<file path="src/rtl/sitda_pkg.sv">
// Package: shared types, constants and the power-of-ten table of the decimal converter.
`timescale 1ns / 1ps

package sitda_pkg;

  // Field widths
  localparam int unsigned ValueW = 32;
  localparam int unsigned CharW  = 8;

  // Digit positions, 10^9 down to 10^0
  localparam int unsigned NumPow = 10;
  localparam int unsigned PowIdxW = $clog2(NumPow);

  // Binary search over the digit: weights 8, 4, 2, 1
  localparam int unsigned BitIdxW = 2;

  // Width of a weighted power of ten (8 * 10^9 needs 33 bits)
  localparam int unsigned MultW = 34;

  // Character codes
  localparam logic [CharW-1:0] CharZero  = 8'h30;
  localparam logic [CharW-1:0] CharMinus = 8'h2D;

  // Result of one compare-subtract step
  typedef struct packed {
    logic              ge;
    logic [ValueW-1:0] rem;
  } cmpsub_res_t;

  // 10^p for p = 0..9
  function automatic logic [ValueW-1:0] pow10(input logic [PowIdxW-1:0] p);
    logic [ValueW-1:0] r;
    unique case (p)
      4'd0:    r = 32'd1;
      4'd1:    r = 32'd10;
      4'd2:    r = 32'd100;
      4'd3:    r = 32'd1000;
      4'd4:    r = 32'd10000;
      4'd5:    r = 32'd100000;
      4'd6:    r = 32'd1000000;
      4'd7:    r = 32'd10000000;
      4'd8:    r = 32'd100000000;
      4'd9:    r = 32'd1000000000;
      default: r = 32'd0;
    endcase
    return r;
  endfunction

  // (2^b) * 10^p, widened so 8 * 10^9 does not wrap
  function automatic logic [MultW-1:0] weight(input logic [PowIdxW-1:0] p,
                                              input logic [BitIdxW-1:0] b);
    logic [MultW-1:0] w;
    w = {{(MultW-ValueW){1'b0}}, pow10(p)} << b;
    return w;
  endfunction

endpackage

</file>
<file path="src/rtl/sitda_if.sv">
// Interfaces: valid/ready channels for the input value and the output characters.
`timescale 1ns / 1ps

interface sitda_in_if;
  logic                                valid;
  logic                                ready;
  logic signed [sitda_pkg::ValueW-1:0] value;

  modport source (output valid, output value, input ready);
  modport sink   (input valid, input value, output ready);
endinterface

interface sitda_out_if;
  logic                         valid;
  logic                         ready;
  logic [sitda_pkg::CharW-1:0]  character;
  logic                         last;

  modport source (output valid, output character, output last, input ready);
  modport sink   (input valid, input character, input last, output ready);
endinterface

</file>
<file path="src/rtl/sitda_cmpsub.sv">
// Shared compare-subtract unit: tests the magnitude against (2^b) * 10^p and reduces it.
`timescale 1ns / 1ps

module sitda_cmpsub (
  input  logic [sitda_pkg::ValueW-1:0]  mag_i,
  input  logic [sitda_pkg::PowIdxW-1:0] pidx_i,
  input  logic [sitda_pkg::BitIdxW-1:0] bidx_i,
  output sitda_pkg::cmpsub_res_t        res_o
);

  logic [sitda_pkg::MultW-1:0] w;
  logic [sitda_pkg::MultW-1:0] mag_ext;

  // One wide compare, one subtract; the low bits suffice when the compare passes
  always_comb begin
    w          = sitda_pkg::weight(pidx_i, bidx_i);
    mag_ext    = {{(sitda_pkg::MultW-sitda_pkg::ValueW){1'b0}}, mag_i};
    res_o.ge   = (mag_ext >= w);
    res_o.rem  = res_o.ge ? (mag_i - w[sitda_pkg::ValueW-1:0]) : mag_i;
  end

endmodule

</file>
<file path="src/rtl/signed_int_to_decimal_ascii_top.sv">
// Top level: signed 32-bit integer to decimal ASCII, one character per transfer.
// Flow: the '-' is registered from the sign state after the input transfer; each decimal
// position runs the compare-subtract steps for weights 8, 4, 2, 1 from 10^9 down, and its
// digit is registered when the last step completes, leading zeros skipped but for 10^0.
// A new value is taken only in idle, after the last digit is placed; output stalls hold it.
// Reset (rst_ni low, asynchronous) returns the sequencer to idle and empties the output.
`timescale 1ns / 1ps

module signed_int_to_decimal_ascii_top (
  input  logic               clk_i,
  input  logic               rst_ni,
  sitda_in_if.sink           in_i,
  sitda_out_if.source        out_o
);

  typedef enum logic [1:0] {
    StIdle,
    StSign,
    StConv
  } state_e;

  state_e                          state_q, state_d;
  logic [sitda_pkg::ValueW-1:0]    mag_q, mag_d;
  logic [sitda_pkg::PowIdxW-1:0]   pidx_q, pidx_d;
  logic [sitda_pkg::BitIdxW-1:0]   bidx_q, bidx_d;
  logic [3:0]                      digit_q, digit_d;
  logic                            started_q, started_d;
  logic                            ovalid_q, ovalid_d;
  logic [sitda_pkg::CharW-1:0]     ochar_q, ochar_d;
  logic                            olast_q, olast_d;

  sitda_pkg::cmpsub_res_t          cs;
  logic                            slot_free;
  logic [3:0]                      dnext;
  logic                            emit;

  sitda_cmpsub u_cmpsub (
    .mag_i  (mag_q),
    .pidx_i (pidx_q),
    .bidx_i (bidx_q),
    .res_o  (cs)
  );

  assign in_i.ready      = (state_q == StIdle);
  assign out_o.valid     = ovalid_q;
  assign out_o.character = ochar_q;
  assign out_o.last      = olast_q;

  assign slot_free = !ovalid_q || out_o.ready;
  assign dnext     = digit_q | ({3'b000, cs.ge} << bidx_q);
  assign emit      = started_q || (dnext != 4'd0) || (pidx_q == '0);

  // Sequencer and output register
  always_comb begin
    state_d   = state_q;
    mag_d     = mag_q;
    pidx_d    = pidx_q;
    bidx_d    = bidx_q;
    digit_d   = digit_q;
    started_d = started_q;
    ovalid_d  = ovalid_q && !out_o.ready;
    ochar_d   = ochar_q;
    olast_d   = olast_q;

    unique case (state_q)
      StIdle: begin
        if (in_i.valid) begin
          mag_d     = in_i.value[sitda_pkg::ValueW-1]
                      ? (~in_i.value + 1'b1) : in_i.value;
          pidx_d    = sitda_pkg::PowIdxW'(sitda_pkg::NumPow - 1);
          bidx_d    = '1;
          digit_d   = '0;
          started_d = 1'b0;
          state_d   = in_i.value[sitda_pkg::ValueW-1] ? StSign : StConv;
        end
      end
      StSign: begin
        if (slot_free) begin
          ovalid_d = 1'b1;
          ochar_d  = sitda_pkg::CharMinus;
          olast_d  = 1'b0;
          state_d  = StConv;
        end
      end
      StConv: begin
        if (bidx_q != '0) begin
          // inner step of the binary search on this digit
          mag_d   = cs.rem;
          digit_d = dnext;
          bidx_d  = bidx_q - 1'b1;
        end else if (!emit || slot_free) begin
          // digit complete: hold here while a wanted character cannot be placed
          mag_d     = cs.rem;
          digit_d   = '0;
          bidx_d    = '1;
          started_d = started_q || emit;
          if (emit) begin
            ovalid_d = 1'b1;
            ochar_d  = sitda_pkg::CharZero | {4'h0, dnext};
            olast_d  = (pidx_q == '0);
          end
          if (pidx_q == '0) begin
            state_d = StIdle;
          end else begin
            pidx_d = pidx_q - 1'b1;
          end
        end
      end
      default: state_d = StIdle;
    endcase
  end

  // Sequencer state, working registers and output register
  always_ff @(posedge clk_i or negedge rst_ni) begin
    if (!rst_ni) begin
      state_q   <= StIdle;
      mag_q     <= '0;
      pidx_q    <= '0;
      bidx_q    <= '0;
      digit_q   <= '0;
      started_q <= 1'b0;
      ovalid_q  <= 1'b0;
      ochar_q   <= '0;
      olast_q   <= 1'b0;
    end else begin
      state_q   <= state_d;
      mag_q     <= mag_d;
      pidx_q    <= pidx_d;
      bidx_q    <= bidx_d;
      digit_q   <= digit_d;
      started_q <= started_d;
      ovalid_q  <= ovalid_d;
      ochar_q   <= ochar_d;
      olast_q   <= olast_d;
    end
  end

endmodule

</file>
<file path="src/flat_wrapper.sv">
// flat-port wrapper written by rule: the top's interface ports become plain ports
module signed_int_to_decimal_ascii_top_flat 
  (clk_i, rst_ni, in_i_valid, in_i_value, in_i_ready, out_o_valid, out_o_character, out_o_last, out_o_ready);
  sitda_in_if in_i_i ();
  sitda_out_if out_o_i ();
  input  logic clk_i;
  input  logic rst_ni;
  input wire logic [$bits(in_i_i.valid)-1:0] in_i_valid;
  input wire logic [$bits(in_i_i.value)-1:0] in_i_value;
  output wire logic [$bits(in_i_i.ready)-1:0] in_i_ready;
  output wire logic [$bits(out_o_i.valid)-1:0] out_o_valid;
  output wire logic [$bits(out_o_i.character)-1:0] out_o_character;
  output wire logic [$bits(out_o_i.last)-1:0] out_o_last;
  input wire logic [$bits(out_o_i.ready)-1:0] out_o_ready;
  assign in_i_i.valid = in_i_valid;
  assign in_i_i.value = in_i_value;
  assign in_i_ready = in_i_i.ready;
  assign out_o_valid = out_o_i.valid;
  assign out_o_character = out_o_i.character;
  assign out_o_last = out_o_i.last;
  assign out_o_i.ready = out_o_ready;
  signed_int_to_decimal_ascii_top u_core (.clk_i(clk_i), .rst_ni(rst_ni), .in_i(in_i_i), .out_o(out_o_i));
endmodule
</file>
<file path="config.mk">
export PLATFORM = sky130hd
export DESIGN_NAME = signed_int_to_decimal_ascii_top_flat
export DESIGN_NICKNAME = d
export VERILOG_FILES = /design/src/rtl/sitda_pkg.sv /design/src/rtl/sitda_if.sv /design/src/rtl/sitda_cmpsub.sv /design/src/rtl/signed_int_to_decimal_ascii_top.sv /design/src/flat_wrapper.sv
export SDC_FILE = /design/constraint.sdc
export NUM_CORES = 1
export LEC_CHECK = 0
export BUFFER_PORTS_ARGS = -buffer_cell sky130_fd_sc_hd__buf_4
export CAP_MARGIN = 20
export CORE_MARGIN = 2
export CORE_UTILIZATION = 57
export CTS_CLUSTER_SIZE = 40
export DETAILED_ROUTE_END_ITERATION = 6
export PLACE_DENSITY_LB_ADDON = 0.1
export SYNTH_ARGS = -nofsm -noshare
export SYNTH_HDL_FRONTEND = slang
export SYNTH_HIERARCHICAL = 1
export SYNTH_SLANG_ARGS = --single-unit
</file>
<file path="constraint.sdc">
create_clock -name clk_i -period 5.5 [get_ports clk_i]
set_clock_uncertainty 0.1 [all_clocks]
set_input_delay 0 -clock clk_i [delete_from_list [all_inputs] [get_ports clk_i]]
set_output_delay 0 -clock clk_i [all_outputs]
set_load 0.01 [all_outputs]
</file>
==> results_dict.tcl, run 1 <==
set metrics [dict create \
    run_status "completed" \
    vias 6829 \
    ys_ff_latch 53 \
    drive_above_1_share 0.148 \
    required_ns 5.61 \
    routed_via_density 6.47 \
    num_rows 39 \
    slew_viol_final 0 \
    rsz0062_at_grt "no" \
    routabilityCongestion 1.05 \
    layout.nets 991 \
    synth_compound_area_frac 0.296 \
    avgSynthCellArea_um2 7.58 \
    fin_crit_ns 5.16 \
    r2r_start "u_core/pidx_q[1]" \
    synthesis.area_mm2 0.00667 \
    synth_ff_type "dfrtp_1" \
    met1_usage 0.472 \
    wl_per_cell_um 19.2 \
    crit_path_top_delay_cell "ha_1" \
    clkTransAtPathRegs_ns 0.09 \
    crit_chain "inv_1 > ha_1 > nor2_1 > nor2_1 > nand2_1 > a21oi_1 > mux2i_1 > ha_1 > and3_1 > a221o_1 > a311oi_2 > or2_2 > o211ai_2 > a32oi_4 > inv_4 > nor4_4 > a31oi_2 > a31o_4 > buf_4 > o31ai_1" \
    diodes 0 \
    cp_num_buf_inv 3 \
    nFillCells 1020 \
    drc 0 \
    top_level_ports 47 \
    initial_utilization 0.584 \
    timing.setup.tns_ns 0 \
    path_class "reg -> reg" \
    totalWireLength_mm 20.2 \
    synth-adder-area-share 0.0837 \
    cp_top_family "compound AO/OA/AOI/OAI gates" \
    grt_overflow_total 0 \
    cts-root-buf "clkbuf_16" \
    synthXorXnorAreaFrac 0.0526 \
    grt_pass1_vias 6346 \
    max_cap_viol_count 0 \
    hold_viol 0 \
    grt_pass1_wl_mm 33.0 \
    startpoint "u_core/pidx_q[1]" \
    critPathMaxStageDelay_ns 0.39 \
    areaGrowthSynthToFinish_pct 11.2 \
    worstSetupStartpointType "register" \
    drt_iter0_markers 702 \
    core-area_mm2 0.0114 \
    tightest_slew_ns 1.01 \
    synthMuxAreaShare 0.0557 \
    insertion_delay_ns 0.31 \
    yosys_warnings 6 \
    relSlewSlack 0.324 \
    ff_latch_area_mm2 0.00133 \
    crit_arrival_ns 5.26 \
    synthArstFlopShare 1.00 \
    ant_nets 0 \
    dp.cells 1030 \
    firstDrtPassIters 5 \
    groute.usage.overall 0.324 \
    dp_hpwl_mm 15.5 \
    min_from "out_o_ready" \
    final-setup-viol-count 0 \
    synth_cell_type_count 81 \
    grt_use_met3 0.0567 \
    synth_top_family_by_area "compound AO/OA/AOI/OAI gates" \
    cts.path.max_buffers 2 \
    die_h_um 112 \
    endpoint_kind "register" \
    fmax_ghz 0.194 \
    synth-simple-area-share 0.243 \
    clkSinkCount 53 \
    crit_path_max_fanout 16 \
    multi_input_area_mm2 0.00494 \
    whs_ns 0.0207 \
    h-tree-depth 2 \
    grt_max_degree 54 \
    cts_inserted_buffers 5 \
    portBuffers 44 \
    grt.met2_usage 0.502 \
    final_common_cell "nand2_1" \
    syn_inst 879 \
    final_cell_mix "102 x nand2_1, 68 x a21oi_1, 67 x o21ai_0" \
    stdcell_count 1055 \
    cts_setup_buffers 0 \
    hold_path.class "in -> reg" \
    antenna_found_initial 0 \
    final_core_util 0.649 \
    gr-max-usage-layer "met2" \
    fp.dieW_um 112 \
    yosysSeqAreaShare 0.199 \
    period_share 0.938 \
    cts_tree "yes" \
    synth_edf_count 0 \
    dieArea_mm2 0.0126 \
]
-- state kept, by name, summed over array words and instances, names as in the netlist --
name / count
u_core/started_q: 1
u_core/out_o.last: 1
u_core/out_o.character: 6
u_core/out_o.valid: 1
u_core/mag_q: 32
u_core/state_q: 2
u_core/bidx_q: 2
u_core/digit_q: 4
u_core/pidx_q: 4
-- synth_stat cells, types with 5 or more instances --
cell	n	area, µm²
a21o_1	12	90.1
a21oi_1	68	340
a21oi_2	17	149
a221oi_1	5	43.8
a31oi_1	13	81.3
and2_1	5	31.3
and3_1	10	62.6
buf_2	6	30.0
buf_6	8	90.1
clkbuf_1	32	120
dfrtp_1	53	1330
ha_1	43	538
inv_1	37	139
mux2i_1	36	360
nand2_1	103	387
nand2b_1	8	50.1
nand3_1	38	190
nand4_1	11	68.8
nor2_1	62	233
nor2_2	10	62.6
nor2b_1	9	56.3
nor3_1	23	115
nor3b_1	15	113
nor4_1	7	43.8
o211ai_1	11	82.6
o21a_1	6	45.0
o21ai_0	67	335
o21bai_1	7	52.6
o22ai_1	7	43.8
o31ai_1	17	128
or2_2	5	31.3
or3_1	8	50.1
xnor2_1	17	149
xor2_1	23	201
-- cell type report --
type,instances,share of cell area
clock inverters,3,0.00388
clock buffers,5,0.0169
flip-flops and latches,53,0.179
multi-input cells,733,0.666
well taps,143,0.0241
inverters,39,0.0201
repair buffers,79,0.0898
-- logic make-up after synthesis --
kind of cell	count (synthesis)
and+or+nand+nor	327
AOI/OAI and AO/OA	283
buffers and inverters	94
DFF	53
adders and majority gates	44
xor gates and xnor gates	40
muxes	37
other	1
-- worst min-delay path, stage by stage --
cell and delay (ns):
buf_4 0.08, nand2b_1 0.18, a21o_1 0.13
-- per-stage QoR --
| stage | instance area, µm² | setup slack [ns] |
|---|---|---|
| floorplan | 6670 | 0.141 |
| global route | 7410 | 0.0429 |
| global placement | 7030 | 0.196 |
| CTS | 7340 | 0.00566 |
| detailed placement | 7030 | 0.0453 |
| finish | 7410 | 0.343 |
-- routing by layer --
layer,share of wire,routed length [µm]
met1,0.45,9160
met2,0.45,9170
met3,0.079,1610
met4,0.015,299
met5,0,0
-- timing repair --
action / in CTS / in global routing
resized for setup: 1 / 10
hold endpoints to repair: 68 / 0
setup endpoints to repair: 1 / 50
pin swaps: 0 / 1
hold buffers: 16 / 0
-- worst paths after layout --
kind,slack [ns],depth (start not counted),to
max,0.34,20,u_core/digit_q[2]
min,0.02,3,u_core/out_o.character[5]
max reg2reg,0.34,20,u_core/digit_q[2]
min reg2reg,0.37,1,u_core/out_o.character[5]
max in group asynchronous,4.62,2,u_core/pidx_q[3]
min in group asynchronous,0.21,2,u_core/mag_q[23]
Power of run 1 is left out: the tool's default activity adds up to more than one toggle a clock period on the data nets, which glitch-free logic cannot reach.
==> inputs of run 2 (changes only) <==
- HOLD_SLACK_MARGIN: not set -> 0.08
- PLACE_DENSITY: not set -> 0.79
- PLACE_DENSITY_LB_ADDON: 0.1 -> not set
==> run 2 against run 1 <==
Maximum frequency grew 0.54%. Clock-buffer cell count is 1 higher. Setup slack gained 0.027 ns. Flip-flop and latch count unchanged. Die area is the same. Global-route usage shrank 2.6 points. Via count decreased by 0.42%. Non-clock buffer count rose by 11.
==> results_dict.tcl, run 2 (synthesis results as in run 1) <==
set metrics [dict create \
    run_status "completed" \
    dieArea_mm2 0.0126 \
    grt_max_degree 54 \
    crit_path_top_delay_cell "or4_4" \
    top_register "u_core/mag_q" \
    cts.path.max_buffers 2 \
    relSlewSlack 0.322 \
    fp.dieW_um 112 \
    critPathMaxStageDelay_ns 0.58 \
    hold_viol 0 \
    r2r_slack_ns 0.37 \
    final_common_cell "nand2_1" \
    drive_above_1_share 0.140 \
    h-tree-depth 2 \
    endpoint_kind "register" \
    largest_register_ffs 32 \
    r2r_start "u_core/pidx_q[2]" \
    rsz0062_at_grt "no" \
    final_area_mm2 0.00748 \
    drc 0 \
    antenna_found_initial 0 \
    ant_nets 0 \
    max_cap_viol_count 0 \
    min_to "u_core/mag_q[27]" \
    crit_arrival_ns 5.22 \
    timing.setup.tns_ns 0 \
    insertion_delay_ns 0.30 \
    portBuffers 44 \
    num_rows 39 \
    totalWireLength_mm 18.8 \
    final-setup-viol-count 0 \
    core-area_mm2 0.0114 \
    final_core_util 0.655 \
    clkTransAtPathRegs_ns 0.07 \
    path_class "reg -> reg" \
    initial_utilization 0.584 \
    slew_viol_final 0 \
    crit_path_max_fanout 18 \
    fin_crit_ns 5.13 \
    min_from "in_i_value[26]" \
    diodes 0 \
    final_cell_mix "102 x nand2_1, 68 x a21oi_1, 67 x o21ai_0" \
    r2r_cells 18 \
    die_h_um 112 \
    vias 6800 \
    drt_iter0_markers 873 \
    groute.usage.overall 0.297 \
    clkSinkCount 53 \
    areaGrowthSynthToFinish_pct 12.2 \
    wl_per_cell_um 17.6 \
    required_ns 5.59 \
    layout.nets 1002 \
    routed_via_density 6.38 \
    fmax_ghz 0.195 \
    grt_pass1_wl_mm 31.0 \
    top_level_ports 47 \
    dp_hpwl_mm 13.9 \
    hold_path.class "in -> reg" \
    period_share 0.933 \
    firstDrtPassIters 6 \
    cts-root-buf "clkbuf_16" \
    tightest_slew_ns 1.01 \
    hold_depth 4 \
    grt_pass1_vias 6176 \
    cts_inserted_buffers 5 \
    worstSetupStartpointType "register" \
    dpl_cell_area_mm2 0.00697 \
    r2r-end "u_core/out_o.character[0]" \
    crit_chain "buf_4 > nand2b_1 > or3_1 > o21ai_0 > mux2i_1 > ha_1 > nand4_1 > or4_4 > nor4_2 > nor3b_2 > a21oi_2 > a32oi_4 > inv_4 > nor4_2 > a311o_1 > a21oi_1 > nor2_1 > a221oi_1" \
    routabilityCongestion 0.988 \
    cts_tree "yes" \
    grt_overflow_total 0 \
    crit_top_cell "nor4_2" \
]
[run 2: final cells by class]
type / instances / area, µm²
Multi-Input combinational cell: 733 / 4910
Fill cell: 989 / 3940
Sequential cell: 53 / 1330
Timing Repair Buffer: 90 / 761
Tap cell: 143 / 179
Inverter: 39 / 149
Clock buffer: 6 / 139
Clock inverter: 2 / 13.8
[run 2: critical path: cells and delay by family (launching register included)]
kind            cells  cell delay, ns
simple gates        8            1.94
compound gates      6            1.64
fa+ha+maj           1            0.44
flops               1            0.41
buf+inv             2            0.31
mux                 1            0.17
[run 2: worst max path at each step]
| stage | slack [ns] | cells past startpoint | end | start |
|---|---|---|---|---|
| after detailed placement | 0.18 | 20 | u_core/mag_q[29] | u_core/pidx_q[0] |
| after floorplan | 0.14 | 22 | u_core/mag_q[19] | u_core/pidx_q[1] |
| after global routing | 0.0009 | 21 | u_core/mag_q[9] | u_core/pidx_q[0] |
| after global placement | 0.24 | 20 | u_core/mag_q[29] | u_core/pidx_q[0] |
| after CTS | 0.13 | 20 | u_core/mag_q[16] | u_core/pidx_q[0] |
| final | 0.37 | 18 | u_core/out_o.character[0] | u_core/pidx_q[2] |
[run 2: stage by stage]
step | hold WS (ns) | cells | setup WS [ns]
6_report | 0.0987 | 1066 | 0.371
2_1_floorplan | -0.396 | 880 | 0.141
3_5_place_dp | -0.00738 | 1026 | 0.179
3_3_place_gp | -0.0141 | 1026 | 0.244
5_1_grt | 0.112 | 1066 | 0.000906
4_1_cts | 0.0801 | 1065 | 0.127
[run 2: metal layers]
layer | share of wire | vias up | GRT usage
li1 | - | 3309 | -
met1 | 0.47 | 3158 | 0.460
met2 | 0.43 | 301 | 0.443
met3 | 0.081 | 32 | 0.0302
met4 | 0.021 | 0 | 0.0772
met5 | 0 | - | 0
[run 2: timing repair]
action                                  in CTS  in global routing
endpoints found under the hold margin       81                  0
buffers inserted                             0                  0
resized for setup                            0                  7
endpoints found under the setup margin       0                 43
hold buffers                                31                  0
Power of run 2 is left out for the same reason.
==> inputs of run 3 (changes only) <==
- PLACE_DENSITY: 0.79 -> 0.78
==> run 3 against run 2 <==
Via count is 2.3% higher. Sequential share of layout area is 0.35 points lower. Critical path depth rose by 3. Flip-flop and latch count stayed put. Register-to-register slack lost 0.02 ns. Cell count rose by 1.5%. Critical path type unchanged. Largest cell class unchanged.
==> results_dict.tcl, run 3 (synthesis results as in run 1) <==
set metrics [dict create \
    routed_via_density 6.43 \
    tightest_slew_ns 0.862 \
    cts_inserted_buffers 5 \
    run_status "completed" \
    antenna_found_initial 0 \
    top_level_ports 47 \
    crit_arrival_ns 5.21 \
    relSlewSlack 0.424 \
    areaGrowthSynthToFinish_pct 14.5 \
    ant_nets 0 \
    die_h_um 112 \
    drt_iter0_markers 691 \
    grt.met2_usage 0.463 \
    dp_hpwl_mm 14.4 \
    grt_overflow_total 0 \
    final_common_cell "nand2_1" \
    fp.dieW_um 112 \
    grt_pass1_vias 6198 \
    cts-root-buf "clkbuf_16" \
    clkSinkCount 53 \
    dieArea_mm2 0.0126 \
    max_cap_viol_count 0 \
    clkTransAtPathRegs_ns 0.07 \
    period_share 0.937 \
    pre_cts_ws_ns 0.112 \
    multi_input_area_mm2 0.00492 \
    gr-max-usage-layer "met1" \
    ff_latch_area_mm2 0.00133 \
    final_cell_mix "102 x nand2_1, 70 x buf_4, 67 x a21oi_1, 67 x o21ai_0, 62 x nor2_1" \
    insertion_delay_ns 0.30 \
    crit_chain "inv_1 > ha_1 > nor2_1 > nor2_1 > nand2_1 > a21oi_1 > mux2i_1 > ha_1 > and3_1 > a221o_1 > a311oi_2 > or2_2 > o211ai_2 > a32oi_4 > inv_4 > nor4_4 > a31oi_1 > a31o_4 > buf_6 > nand2_1 > nand3_1" \
    largest_register_ffs 32 \
    stdcell_count 1082 \
    drive_above_1_share 0.151 \
    grt_pass1_wl_mm 31.7 \
    diodes 0 \
    slew_viol_final 0 \
    groute.usage.overall 0.307 \
    firstDrtPassIters 7 \
    nFillCells 965 \
    critPathMaxStageDelay_ns 0.45 \
    layout.nets 1018 \
    dp.cells 1039 \
    hold_path.class "in -> reg" \
    crit_path_max_fanout 38 \
    core-area_mm2 0.0114 \
    drc 0 \
    top_register "u_core/mag_q" \
    crit_path_top_delay_cell "dfrtp_1" \
    portBuffers 44 \
    cts_tree "yes" \
    met1_usage 0.468 \
    cts.path.max_buffers 2 \
    grt_max_degree 54 \
    num_rows 39 \
    routabilityCongestion 1.01 \
    grt_use_met3 0.0481 \
    final-setup-viol-count 0 \
    layout_setup_ws_ns 0.348 \
    fin_crit_ns 5.15 \
    totalWireLength_mm 19.5 \
    required_ns 5.56 \
    endpoint_kind "register" \
    vias 6956 \
    hold_depth 5 \
    final_core_util 0.668 \
    initial_utilization 0.584 \
    h-tree-depth 2 \
    wl_per_cell_um 18.1 \
    worstSetupStartpointType "register" \
    hold_viol 0 \
    path_class "reg -> reg" \
    fmax_ghz 0.194 \
    r2r_cells 21 \
]
-- run 3: per-stage QoR --
step | setup TNS, ns | cell area [µm²] | hold slack, ns
after floorplan | 0 | 6670 | -0.396
after global placement | 0 | 7070 | -0.0127
after detailed placement | 0 | 7070 | -0.0158
after CTS | 0 | 7570 | 0.0814
after global routing | -0.0145 | 7630 | 0.120
final | 0 | 7630 | 0.0981
-- run 3: path summary, 6_finish.rpt --
check / slack (ns) / startpoint / endpoint
max: 0.35 / u_core/pidx_q[0] / u_core/mag_q[22]
min: 0.1 / in_i_value[1] / u_core/mag_q[1]
max reg2reg: 0.35 / u_core/pidx_q[0] / u_core/mag_q[22]
min reg2reg: 0.42 / u_core/out_o.character[5] / u_core/out_o.character[5]
max in group asynchronous: 4.64 / rst_ni / u_core/mag_q[29]
min in group asynchronous: 0.19 / rst_ni / u_core/mag_q[9]
-- run 3: layout make-up --
class,instances,area share
clock inverters,3,0.00623
flip-flops and latches,53,0.174
multi-input cells,733,0.645
repair buffers,106,0.116
clock buffers,5,0.0164
well taps,143,0.0234
inverters,39,0.0195
-- run 3: critical path: cells and delay by family (launching register included) --
| kind | cells | cell delay [ns] |
|---|---|---|
| buf+inv | 3 | 0.42 |
| compound gates | 7 | 1.88 |
| simple gates | 8 | 1.35 |
| mux | 1 | 0.12 |
| flops | 1 | 0.45 |
| fa+ha+maj | 2 | 0.68 |
-- run 3: metal layers --
layer | wire length, µm | vias up
met5 | 0 | -
met4 | 243 | 0
met3 | 1680 | 21
met2 | 8490 | 331
met1 | 9120 | 3270
li1 | - | 3334
-- run 3: repair_timing --
| action | CTS | global route |
|---|---|---|
| setup endpoints to repair | 0 | 44 |
| hold buffers | 33 | 0 |
| resized for setup | 0 | 7 |
| buffers inserted | 0 | 0 |
| endpoints found under the hold margin | 82 | 0 |
Power of run 3 is left out for the same reason.
